`config.mk`:
```
export PLATFORM = sky130hd
export DESIGN_NAME = linear_interp_rate_converter
export DESIGN_NICKNAME = d
export VERILOG_FILES = /design/src/rtl/lirc_pkg.sv /design/src/rtl/linear_interp_rate_converter.sv
export SDC_FILE = /design/constraint.sdc
export NUM_CORES = 2
export LEC_CHECK = 0
export BUFFER_PORTS_ARGS = -buffer_cell sky130_fd_sc_hd__buf_2
export CAP_MARGIN = 10
export CORE_AREA = 2 2 390 392
export DETAILED_ROUTE_END_ITERATION = 12
export DIE_AREA = 0 0 392 394
export HOLD_SLACK_MARGIN = 0.06
export PLACE_DENSITY = 0.67
export SLEW_MARGIN = 20
export SYNTH_ARGS = -nofsm -noshare
export SYNTH_HDL_FRONTEND = slang
export SYNTH_SLANG_ARGS = --single-unit
```
`constraint.sdc`:
```
create_clock -name clk -period 20.9 [get_ports clk]
set_clock_uncertainty 0.15 [all_clocks]
set_input_delay 1.045 -clock clk [delete_from_list [all_inputs] [get_ports clk]]
set_output_delay 1.045 -clock clk [all_outputs]
set_load 0.05 [all_outputs]
```
`src/rtl/lirc_pkg.sv`:
```
// Package: payload types, register indexes and constants of the rate converter
package lirc_pkg;

  localparam int MaxChannels = 8;
  localparam int SampleW     = 16;
  localparam int RateW       = 20;
  localparam int CountW      = 4;
  localparam int TimeW       = 64;
  localparam int MaxResults  = 64;
  // product of a sample and a rate-sized weight, plus two guard bits
  localparam int MixW        = SampleW + RateW + 2;

  localparam logic [1:0] RegSourceRate   = 2'd0;
  localparam logic [1:0] RegTargetRate   = 2'd1;
  localparam logic [1:0] RegChannelCount = 2'd2;

  localparam logic [RateW-1:0]  SourceRateReset   = RateW'(44100);
  localparam logic [RateW-1:0]  TargetRateReset   = RateW'(44100);
  localparam logic [CountW-1:0] ChannelCountReset = CountW'(2);

  typedef logic signed [SampleW-1:0] sample_t;

  typedef struct packed {
    sample_t in_ch7;
    sample_t in_ch6;
    sample_t in_ch5;
    sample_t in_ch4;
    sample_t in_ch3;
    sample_t in_ch2;
    sample_t in_ch1;
    sample_t in_ch0;
  } in_item_t;

  typedef struct packed {
    logic    last_of_run;
    sample_t out_ch7;
    sample_t out_ch6;
    sample_t out_ch5;
    sample_t out_ch4;
    sample_t out_ch3;
    sample_t out_ch2;
    sample_t out_ch1;
    sample_t out_ch0;
  } out_item_t;

endpackage

```
`src/rtl/linear_interp_rate_converter.sv`:
```
// Top level: linear interpolation sample rate converter with bit-serial arithmetic
//
//  channel | ports                              | request carries
//  --------+------------------------------------+----------------------------------
//  input   | in_valid  in_ready  in_data        | one frame, eight signed samples
//  output  | out_valid out_ready out_data       | one output frame + last_of_run
//  config  | cfg_valid cfg_ready cfg_index/data | register index and write value
//
// A first frame is copied straight through; an equal-rate frame rebuilds frames *
// source_rate by a serial product. An interpolated frame runs two serial time
// products, then per output a check, for each of the eight lanes a setup, a serial
// weight product and a restoring division, and then an emit.
// Reset is synchronous and active low; it restores register defaults and state.
// A held output stalls the block; input is taken only once all results have left.
module linear_interp_rate_converter (
  input  logic                              clk,
  input  logic                              rst_n,
  input  logic                              in_valid,
  output logic                              in_ready,
  input  lirc_pkg::in_item_t                in_data,
  output logic                              out_valid,
  input  logic                              out_ready,
  output lirc_pkg::out_item_t               out_data,
  input  logic                              cfg_valid,
  output logic                              cfg_ready,
  input  logic [1:0]                        cfg_index,
  input  logic [31:0]                       cfg_data
);
  import lirc_pkg::*;

  typedef enum logic [7:0] {
    ST_IDLE  = 8'b0000_0001,
    ST_TMUL  = 8'b0000_0010,
    ST_CHECK = 8'b0000_0100,
    ST_LANE  = 8'b0000_1000,
    ST_MUL   = 8'b0001_0000,
    ST_DIV   = 8'b0010_0000,
    ST_EMIT  = 8'b0100_0000,
    ST_DONE  = 8'b1000_0000
  } state_t;

  localparam int DivW  = MixW;
  localparam int TCntW = $clog2(TimeW + 1);
  localparam int MCntW = $clog2(RateW + 1);
  localparam int DCntW = $clog2(DivW + 1);
  localparam int LaneW = $clog2(MaxChannels);
  localparam int NCntW = $clog2(MaxResults + 1);

  state_t state_r, state_nxt;

  logic [RateW-1:0]  src_r, tgt_r;
  logic [CountW-1:0] chn_r;
  logic              primed_r;
  logic [TimeW-1:0]  frames_r, otime_r;
  sample_t           prev_r [MaxChannels];
  sample_t           cur_r  [MaxChannels];
  sample_t           res_r  [MaxChannels];
  logic              out_valid_r;
  out_item_t         out_data_r;

  // serial time product: a frame count times src_r or tgt_r (bit per cycle)
  logic [TimeW-1:0]  tacc_r, tmcand_r;
  logic [RateW-1:0]  tmplier_r;
  logic [TCntW-1:0]  tcnt_r;
  logic [TimeW-1:0]  prev_t_r, cur_t_r;
  logic              ttarget_r; // low while computing prev_t, high for cur_t (or otime at equal rates)

  // per-output state
  logic [RateW-1:0]  off_r;
  logic [NCntW-1:0]  nout_r;
  logic [LaneW-1:0]  lane_r;

  // serial multiply-accumulate and divider
  logic [MixW-1:0]   macc_r;     // magnitude-free signed accumulator
  logic [MixW-1:0]   ma_r, mb_r; // shifted multiplicands
  logic [RateW-1:0]  wa_r, wb_r; // weights consumed lsb first
  logic [MCntW-1:0]  mcnt_r;
  logic [DivW-1:0]   rem_r, quo_r, num_r;
  logic              neg_r;
  logic [DCntW-1:0]  dcnt_r;

  logic cfg_ok, equal_rates;
  assign cfg_ok = (src_r != '0) && (tgt_r != '0) && (chn_r != '0) &&
                  (chn_r <= CountW'(MaxChannels));
  assign equal_rates = (src_r == tgt_r);

  assign in_ready  = (state_r == ST_IDLE) && !out_valid_r;
  assign cfg_ready = 1'b1;
  assign out_valid = out_valid_r;

  // output payload, held in its own register while it waits
  assign out_data = out_data_r;

  // next output time, and offset from the interval start with saturation
  logic [TimeW-1:0] otime_next, off_full;
  logic             due;
  assign otime_next = otime_r + TimeW'(src_r);
  assign due        = (otime_r <= cur_t_r) && (nout_r < NCntW'(MaxResults));
  assign off_full   = (otime_r >= prev_t_r) ? (otime_r - prev_t_r) : '0;

  // divider step
  logic [DivW:0] rem_sh, rem_sub;
  assign rem_sh  = {rem_r, num_r[DivW-1]};
  assign rem_sub = rem_sh - (DivW+1)'(tgt_r);

  logic in_fire;
  assign in_fire = in_valid && in_ready;

  always_comb begin
    state_nxt = state_r;
    unique case (state_r)
      ST_IDLE:  if (in_fire && cfg_ok) begin
                  if (!equal_rates && !primed_r) state_nxt = ST_DONE;
                  else state_nxt = ST_TMUL;
                end
      ST_TMUL:  if (tcnt_r == TCntW'(TimeW - 1) && ttarget_r)
                  state_nxt = equal_rates ? ST_DONE : ST_CHECK;
      ST_CHECK: state_nxt = due ? ST_LANE : ST_DONE;
      ST_LANE:  state_nxt = ST_MUL;
      ST_MUL:   if (mcnt_r == MCntW'(RateW - 1)) state_nxt = ST_DIV;
      ST_DIV:   if (dcnt_r == DCntW'(DivW - 1)) begin
                  if (lane_r == LaneW'(MaxChannels - 1)) state_nxt = ST_EMIT;
                  else state_nxt = ST_LANE;
                end
      ST_EMIT:  if (!out_valid_r || out_ready) state_nxt = ST_CHECK;
      ST_DONE:  state_nxt = ST_IDLE;
      default:  state_nxt = ST_IDLE;
    endcase
  end

  // lane samples, sign-extended
  logic [MixW-1:0] pa, pb;
  assign pa = MixW'(prev_r[lane_r]);
  assign pb = MixW'(cur_r[lane_r]);
  logic [RateW-1:0] off_sat;
  assign off_sat = (off_full > TimeW'(tgt_r)) ? tgt_r : off_full[RateW-1:0];

  always_ff @(posedge clk) begin
    if (!rst_n) begin
      state_r     <= ST_IDLE;
      src_r       <= SourceRateReset;
      tgt_r       <= TargetRateReset;
      chn_r       <= ChannelCountReset;
      primed_r    <= 1'b0;
      frames_r    <= '0;
      otime_r     <= '0;
      out_valid_r <= 1'b0;
      for (int i = 0; i < MaxChannels; i++) prev_r[i] <= '0;
    end else begin
      state_r <= state_nxt;
      // the emit state refills the output register itself
      if (out_valid_r && out_ready && (state_r != ST_EMIT)) out_valid_r <= 1'b0;

      // configuration writes
      if (cfg_valid) begin
        unique case (cfg_index)
          RegSourceRate:   src_r <= cfg_data[RateW-1:0];
          RegTargetRate:   tgt_r <= cfg_data[RateW-1:0];
          RegChannelCount: chn_r <= cfg_data[CountW-1:0];
          default: ;
        endcase
      end

      unique case (state_r)
        ST_IDLE: if (in_fire && cfg_ok) begin
          cur_r[0] <= in_data.in_ch0;
          cur_r[1] <= in_data.in_ch1;
          cur_r[2] <= in_data.in_ch2;
          cur_r[3] <= in_data.in_ch3;
          cur_r[4] <= in_data.in_ch4;
          cur_r[5] <= in_data.in_ch5;
          cur_r[6] <= in_data.in_ch6;
          cur_r[7] <= in_data.in_ch7;
          // equal rates: new output time is the new frame count times source;
          // otherwise the interval ends (frames-1)*target and frames*target
          tacc_r    <= '0;
          tmcand_r  <= equal_rates ? frames_r + TimeW'(1) : frames_r - TimeW'(1);
          tmplier_r <= equal_rates ? src_r : tgt_r;
          tcnt_r    <= '0;
          ttarget_r <= equal_rates;
          nout_r    <= '0;
          if (equal_rates || !primed_r) begin
            // copy straight through
            out_data_r.out_ch0     <= (chn_r > 4'd0) ? in_data.in_ch0 : '0;
            out_data_r.out_ch1     <= (chn_r > 4'd1) ? in_data.in_ch1 : '0;
            out_data_r.out_ch2     <= (chn_r > 4'd2) ? in_data.in_ch2 : '0;
            out_data_r.out_ch3     <= (chn_r > 4'd3) ? in_data.in_ch3 : '0;
            out_data_r.out_ch4     <= (chn_r > 4'd4) ? in_data.in_ch4 : '0;
            out_data_r.out_ch5     <= (chn_r > 4'd5) ? in_data.in_ch5 : '0;
            out_data_r.out_ch6     <= (chn_r > 4'd6) ? in_data.in_ch6 : '0;
            out_data_r.out_ch7     <= (chn_r > 4'd7) ? in_data.in_ch7 : '0;
            out_data_r.last_of_run <= 1'b1;
            out_valid_r <= 1'b1;
            primed_r    <= 1'b1;
            if (equal_rates) begin
              frames_r <= frames_r + TimeW'(1);
            end else begin
              frames_r <= TimeW'(1);
              otime_r  <= TimeW'(src_r);
            end
          end
        end
        ST_TMUL: begin
          // one bit of the multiplier per cycle
          if (tmplier_r[0]) tacc_r <= tacc_r + tmcand_r;
          tmcand_r  <= tmcand_r << 1;
          tmplier_r <= tmplier_r >> 1;
          if (tcnt_r == TCntW'(TimeW - 1)) begin
            tcnt_r <= '0;
            if (!ttarget_r) begin
              prev_t_r  <= tmplier_r[0] ? tacc_r + tmcand_r : tacc_r;
              tacc_r    <= '0;
              tmcand_r  <= frames_r;
              tmplier_r <= tgt_r;
              ttarget_r <= 1'b1;
            end else if (equal_rates) begin
              otime_r <= tmplier_r[0] ? tacc_r + tmcand_r : tacc_r;
            end else begin
              cur_t_r <= tmplier_r[0] ? tacc_r + tmcand_r : tacc_r;
            end
          end else begin
            tcnt_r <= tcnt_r + TCntW'(1);
          end
        end
        ST_CHECK: begin
          lane_r <= '0;
          off_r  <= off_sat;
          if (!due) begin
            // frame done; the last output already carries its flag
            for (int i = 0; i < MaxChannels; i++)
              if (CountW'(i) < chn_r) prev_r[i] <= cur_r[i];
            frames_r <= frames_r + TimeW'(1);
          end
        end
        ST_LANE: begin
          macc_r <= '0;
          ma_r   <= pa;
          mb_r   <= pb;
          wa_r   <= tgt_r - off_r;
          wb_r   <= off_r;
          mcnt_r <= '0;
        end
        ST_MUL: begin
          // prev*(span-off) + cur*off, one weight bit per cycle
          macc_r <= macc_r + (wa_r[0] ? ma_r : '0) + (wb_r[0] ? mb_r : '0);
          ma_r   <= ma_r << 1;
          mb_r   <= mb_r << 1;
          wa_r   <= wa_r >> 1;
          wb_r   <= wb_r >> 1;
          mcnt_r <= mcnt_r + MCntW'(1);
          if (mcnt_r == MCntW'(RateW - 1)) begin
            logic [MixW-1:0] fin, mag;
            fin = macc_r + (wa_r[0] ? ma_r : '0) + (wb_r[0] ? mb_r : '0);
            mag = fin[MixW-1] ? (~fin + MixW'(1)) : fin;
            neg_r  <= fin[MixW-1];
            num_r  <= mag + MixW'(tgt_r >> 1);
            rem_r  <= '0;
            quo_r  <= '0;
            dcnt_r <= '0;
          end
        end
        ST_DIV: begin
          // restoring division, one quotient bit per cycle
          if (!rem_sub[DivW]) begin
            rem_r <= rem_sub[DivW-1:0];
            quo_r <= {quo_r[DivW-2:0], 1'b1};
          end else begin
            rem_r <= rem_sh[DivW-1:0];
            quo_r <= {quo_r[DivW-2:0], 1'b0};
          end
          num_r  <= num_r << 1;
          dcnt_r <= dcnt_r + DCntW'(1);
          if (dcnt_r == DCntW'(DivW - 1)) begin
            logic [DivW-1:0] q;
            q = {quo_r[DivW-2:0], !rem_sub[DivW]};
            if (CountW'(lane_r) < chn_r)
              res_r[lane_r] <= neg_r ? sample_t'(~q[SampleW-1:0] + SampleW'(1))
                                     : sample_t'(q[SampleW-1:0]);
            else
              res_r[lane_r] <= '0;
            lane_r <= lane_r + LaneW'(1);
          end
        end
        ST_EMIT: if (!out_valid_r || out_ready) begin
          out_valid_r <= 1'b1;
          out_data_r.out_ch0 <= res_r[0];
          out_data_r.out_ch1 <= res_r[1];
          out_data_r.out_ch2 <= res_r[2];
          out_data_r.out_ch3 <= res_r[3];
          out_data_r.out_ch4 <= res_r[4];
          out_data_r.out_ch5 <= res_r[5];
          out_data_r.out_ch6 <= res_r[6];
          out_data_r.out_ch7 <= res_r[7];
          // last flag: next output not due or burst cap hit
          out_data_r.last_of_run <= !((otime_next <= cur_t_r) &&
                                      (nout_r + NCntW'(1) < NCntW'(MaxResults)));
          nout_r  <= nout_r + NCntW'(1);
          otime_r <= otime_next;
        end
        ST_DONE: begin
          for (int i = 0; i < MaxChannels; i++)
            if (CountW'(i) < chn_r) prev_r[i] <= cur_r[i];
        end
        default: ;
      endcase
    end
  end

endmodule
```
# Yosys cells after proc, flatten, opt, wreduce, memory -nomap -nowiden
# Memory sizes are Yosys's and may differ from the RTL's. A register that Yosys moved wholly into a read port is not among the register bits.
# Index checks and enable logic that the tools add are counted.
dict set report op_classes {
  addsub 17
  multipliers 0
  div 0
  magnitude_cmp 24
  eq_ne 27
  shifts 0
  n_mux 184
  bitwise_logic 21
  reduce_logical 48
}
# op count
set op_table {}
lappend op_table {{$mux 64} 20}
lappend op_table {{$mux 16} 26}
lappend op_table {{$mux 129} 3}
lappend op_table {{$pmux 64 s2} 3}
lappend op_table {{$pmux 38 s2} 5}
lappend op_table {{$pmux 129 s2} 1}
lappend op_table {{$mux 38} 6}
lappend op_table {{$pmux 64 s3} 1}
lappend op_table {{$le 64x64->1} 2}
lappend op_table {{$pmux 20 s2} 3}
lappend op_table {{$mux 20} 5}
lappend op_table {{$mux 1} 86}
lappend op_table {{$add 38x38->38} 2}
lappend op_table {{$add 64x1->64 const B} 1}
lappend op_table {{$add 64x20->64} 1}
lappend op_table {{$add 64x64->64} 1}
lappend op_table {{$ge 64x64->1} 1}
lappend op_table {{$gt 64x20->1} 1}
lappend op_table {{$mux 8} 8}
lappend op_table {{$sub 64x1->64 const B} 1}
lappend op_table {{$sub 64x64->64} 1}
lappend op_table {{$pmux 8 s7} 1}
lappend op_table {{$reduce_bool 20->1} 2}
lappend op_table {{$sub 39x20->39} 1}
lappend op_table {{60 further kinds} 139}
dict set report totals {
  ff_bits 882
  latchBits 0
  ram_bits 384
  rom_bits 0
  in_bits 167
  mem_count 3
}
# name words width rd rd_ports_with_merged_regs wr line_no
set mem_list {}
lappend mem_list {cur_r 8 16 9 1 8 linear_interp_rate_converter.sv:56} ;# sample_t cur_r [MaxChannels];
lappend mem_list {prev_r 8 16 1 1 8 linear_interp_rate_converter.sv:55} ;# sample_t prev_r [MaxChannels];
lappend mem_list {res_r 8 16 8 0 1 linear_interp_rate_converter.sv:57} ;# sample_t res_r [MaxChannels];

# Depth between registers and ports, before layout
dict set report depth {
  depth_word 9
  depth_mapped 36
  depth_no_buf 31
}

# Worst setup path before layout
# Ideal clock, no wire load.
dict set report synth_timing {
  kind {register -> register}
  start {reg state_r[4]}
  end {mem cur_r[0][0] (netlist name), enable pin}
  setup_ps 929
  arrival_ps 14361
  path_slack_ps 5460
  path_stages_with_launch 7
  n_path_buf 1
  period_less_slack_ps 15440
  path_cell_list {dfxtp_1 -> clkbuf_1 -> nor4_1 -> nand4b_1 -> nor2_1 -> nand3_1 -> nor4_1}
}
# element line_no
set synth_lines {}
lappend synth_lines {{from (decl)} linear_interp_rate_converter.sv:49} ;# state_t state_r, state_nxt;
lappend synth_lines {{from (signal assigned)} linear_interp_rate_converter.sv:150} ;# state_r <= state_nxt;
lappend synth_lines {{to (decl)} linear_interp_rate_converter.sv:56}

# Worst setup path after layout
dict set report layout_timing {
  start {reg wa_r[0]}
  end {reg num_r[27] (data pin)}
}
dict set report layout_via {
  elab_chain_cells 9
}
# element line_no
set layout_rtl {}
lappend layout_rtl {{from (decl)} linear_interp_rate_converter.sv:76} ;# logic [RateW-1:0] wa_r, wb_r;
lappend layout_rtl {{from (signal assigned)} linear_interp_rate_converter.sv:239} ;# wa_r <= tgt_r - off_r;
lappend layout_rtl {{from (signal assigned)} linear_interp_rate_converter.sv:248} ;# wa_r <= wa_r >> 1;
lappend layout_rtl {{$mux 38 (*)} linear_interp_rate_converter.sv:253} ;# fin = macc_r + (wa_r[0] ? ma_r : '0) + (wb_r[0] ? mb_r : '0);
lappend layout_rtl {{$add 38x38->38 (*) (2 in series)} linear_interp_rate_converter.sv:253}
lappend layout_rtl {{$not 38->38} linear_interp_rate_converter.sv:254} ;# mag = fin[MixW-1] ? (~fin + MixW'(1)) : fin;
lappend layout_rtl {{$add 38x1->38} linear_interp_rate_converter.sv:254}
lappend layout_rtl {{$mux 38 (*)} linear_interp_rate_converter.sv:254}
lappend layout_rtl {{$add 38x19->38 (*)} linear_interp_rate_converter.sv:256} ;# num_r <= mag + MixW'(tgt_r >> 1);
lappend layout_rtl {{$mux 38 (*)} linear_interp_rate_converter.sv:251} ;# if (mcnt_r == MCntW'(RateW - 1)) begin
lappend layout_rtl {{$pmux 38 s2 (*)} linear_interp_rate_converter.sv:164} ;# unique case (state_r)
lappend layout_rtl {{to (signal assigned)} linear_interp_rate_converter.sv:256}
lappend layout_rtl {{to (signal assigned)} linear_interp_rate_converter.sv:271} ;# num_r <= num_r << 1;
lappend layout_rtl {{to (decl)} linear_interp_rate_converter.sv:78} ;# logic [DivW-1:0] rem_r, quo_r, num_r;
# Mark *: on every way between the ends. The rest lies on a longest branch, timed or not. The select of a mux whose other input is x is not followed.
# A chain may end at the register's enable or synchronous reset.

==> flow_metrics.tcl <==
set metrics [dict create \
    via_per_inst 6.10 \
    cap_violations 0 \
    start_kind "flip-flop" \
    io_buffers 285 \
    syn_nets 8026 \
    synthArstFlopShare_pct 0 \
    power_density_nw_per_um2 95.3 \
    cts_resized 0 \
    antenna_found_initial 18 \
    placementRows 143 \
    wirelength_mm 228 \
    initial_core_util_pct 49.7 \
    yosys_register_bits 1269 \
    yosysSeqAreaShare_pct 48.5 \
    setup_viol 0 \
    grt_remaining_overflow 0 \
    synthMuxAreaShare_pct 3.61 \
    fill_cells 13100 \
    synth_top_area_cell "edfxtp_1" \
    grt_max_degree 154 \
    dieHeight_um 394 \
    post-place-cells 9442 \
    worstHoldPathType "input port to flip-flop" \
    hold_viol 0 \
    gr-usage-all-layers_pct 29.1 \
    stdcell_count 9722 \
    area_delta_synth_final_pct 11.3 \
    report.final.slew_viol_count 0 \
    p_leak_nw 33.3 \
    final.setup.worst_slack_ps 11580 \
    seqPwrFrac_pct 40.3 \
    syn_inst 7413 \
    yosys.area_share.simple_pct 17.4 \
    endpoint "num_r[27]" \
    pwr-share-clk_pct 33.4 \
    synth_fa_ha_area_share_pct 7.90 \
    cp_common_cell "o21ai_0" \
    drc 0 \
    reg2regPathDepth 31 \
    layout_common_cells "edfxtp_1, nand2_1, nor2_1" \
    cp.arrival_ps 9710 \
    dr.pass1.iters 5 \
    rrSetupSlack_ps 11580 \
    critPathMaxStageDelay_ps 880 \
    h-tree-depth 4 \
    synth_area_per_cell_sq_um 10.1 \
    period_needed_ps 9320 \
    p_int_mw 5.23 \
    cp_top_family "compound AO/OA/AOI/OAI gates" \
    startpoint "wa_r[0]" \
    die_w_um 392 \
    tightest_slew_ps 1210 \
    cts_setup_buffers 0 \
    end_kind "flip-flop" \
    yosys_warnings 0 \
    synth.cell_area_sq_um 74800 \
    cp.depth 31 \
    num_vias 59300 \
    synthTopCellsByArea "edfxtp_1, ha_1, dfxtp_1" \
    p_switching_mw 2.71 \
    relSlewSlack_pct 18.9 \
    status "finished, final reports clean" \
    critPathMaxFanout 33 \
    cts_tree "built" \
    required_ps 21290 \
    final_common_cell "edfxtp_1" \
    pin_count 299 \
    grt_pass1_vias 56600 \
    clock_latency_ps 820 \
    switching_share_pct 34.2 \
    cts_buffers 146 \
    place.detailed.hpwl_mm 163 \
    clk_path_buf_depth 3 \
    path_buf_inv 4 \
    rsz0062_at_grt "false" \
    cts.reportedPaths.clkPinSlew_ps 60 \
    combPwrFrac_pct 26.3 \
    die_area_sq_um 154000 \
    core-area_sq_um 151000 \
    wl_per_cell_um 23.4 \
    r2r_start "wa_r[0]" \
    regArea_sq_um 36300 \
    first_iter_violations 6321 \
    cts_root_buffer "clkbuf_16" \
    gp_congestion 0.981 \
    peakVddDrop_uv 93.3 \
    synth_top_family_by_area "simple AND/OR/NAND/NOR gates" \
    yosysUniqueCellTypes 104 \
    clock.fmax_ghz 0.107 \
    reg2reg_to "num_r[27]" \
    synth_compound_area_share_pct 14.7 \
    critPathKind "flip-flop to flip-flop" \
    ys.flop_type "edfxtp_1" \
    final_nets 8173 \
    tns_ps 0 \
    drive_above_1_share_pct 10.6 \
    post-route-period-util_pct 44.6 \
    preCtsSetupSlack_ps 11500 \
    ctsHoldBuffers 0 \
    cts.sinks 1269 \
    crit_path_top_delay_cell "a2111oi_0" \
    netlist.area_leader.share_pct 43.5 \
    multi_input_area_sq_um 36000 \
    grt_pass1_wl_mm 345 \
    final_antenna_net_count 0 \
    yosys.area_share.xor_xnor_pct 4.17 \
    synth_edf_count 1084 \
]
## logic make-up (layout without fill, tap and decap cells)
family                   after synthesis  count (layout)
buffers and inverters                726             999
XOR/XNOR                             355             355
adder cells (fa/ha/maj)              446             446
other                                  1               7
multiplexers                         186             186
AO/OA/AOI/OAI                       1741            1741
flip-flops                          1269            1269
AND/OR/NAND/NOR                     2689            2689
## cells in the mapped netlist (all sizes together), types with 25 or more instances
cell,count
or4,27
clkbuf,335
a22oi,51
and3,64
nand2b,59
or3,50
nor2,586
nor2b,67
and2,281
a21oi,535
mux2i,94
a221oi,27
buf,49
mux4,64
a31oi,46
mux2,28
o31ai,45
a211oi,38
nor4,66
nand4,107
xnor2,210
edfxtp,1084
nand2,822
o21bai,45
xor2,145
ha,402
fa,44
inv,341
o21a,38
nor3,159
or2,32
o21ai,425
nand3,295
o211ai,25
dfxtp,185
a21o,244
## final cells by class
class                      instances  share of cell area (%)
inverter                         342                    1.54
timing repair buffer             383                    2.62
multi-input combinational       5418                    43.2
clock buffer                     179                    4.62
sequential                      1269                    43.6
clock inverter                    95                    1.39
tap                             2030                    3.05
antenna                            6                  0.0180
## sequential cells by signal, summed over array words and instances, names as in the netlist, 64 cells and up, named ones only
name / flops
frames_r: 64
prev_t_r: 64
tacc_r: 64
tmcand_r: 64
prev_r: 128
cur_t_r: 64
res_r: 128
out_data: 129
cur_r: 128
otime_r: 64
## stage by stage
| stage | cell area, sq um | util, % | total power, mW | hold slack [ps] |
|---|---|---|---|---|
| CTS | 83200 | 55.3 | 7.93 | 211 |
| finish | 83300 | 55.3 | 7.94 | 262 |
| global placement | 78200 | 51.9 | 5.25 | 338 |
| detailed placement | 78200 | 51.9 | 5.28 | 341 |
| floorplan | 74800 | - | 4.67 | 334 |
| global route | 83300 | 55.3 | 8.25 | 230 |
## power groups by stage
stage,Sequential (mW),Combinational [mW],Clock [mW]
global placement,3.24,2.01,0
floorplan,3.44,1.24,0
global route,3.21,2.26,2.78
detailed placement,3.24,2.05,0
CTS,3.19,2.06,2.68
finish,3.20,2.09,2.65
## worst min path at each step
stage / start / to / slack (ps) / depth (start not counted)
2_1_floorplan: num_r[0] / num_r[1] / 330 / 2
3_3_place_gp: num_r[0] / num_r[1] / 340 / 2
3_5_place_dp: res_r[1][11] / out_data[27] / 340 / 2
4_1_cts: in_data[105] / cur_r[6][9] / 210 / 1
5_1_grt: in_data[109] / cur_r[6][13] / 230 / 1
6_report: in_data[105] / cur_r[6][9] / 260 / 1
## routing by layer
metal | track usage (%) | routed length [um] | up-vias
met5 | 0 | 69 | -
met4 | 10.4 | 7610 | 10
met3 | 5.52 | 21100 | 421
met2 | 43.9 | 101000 | 2669
met1 | 41.8 | 98000 | 28900
li1 | - | - | 27400
No activity file was read; power rests on OpenSTA's default activity.
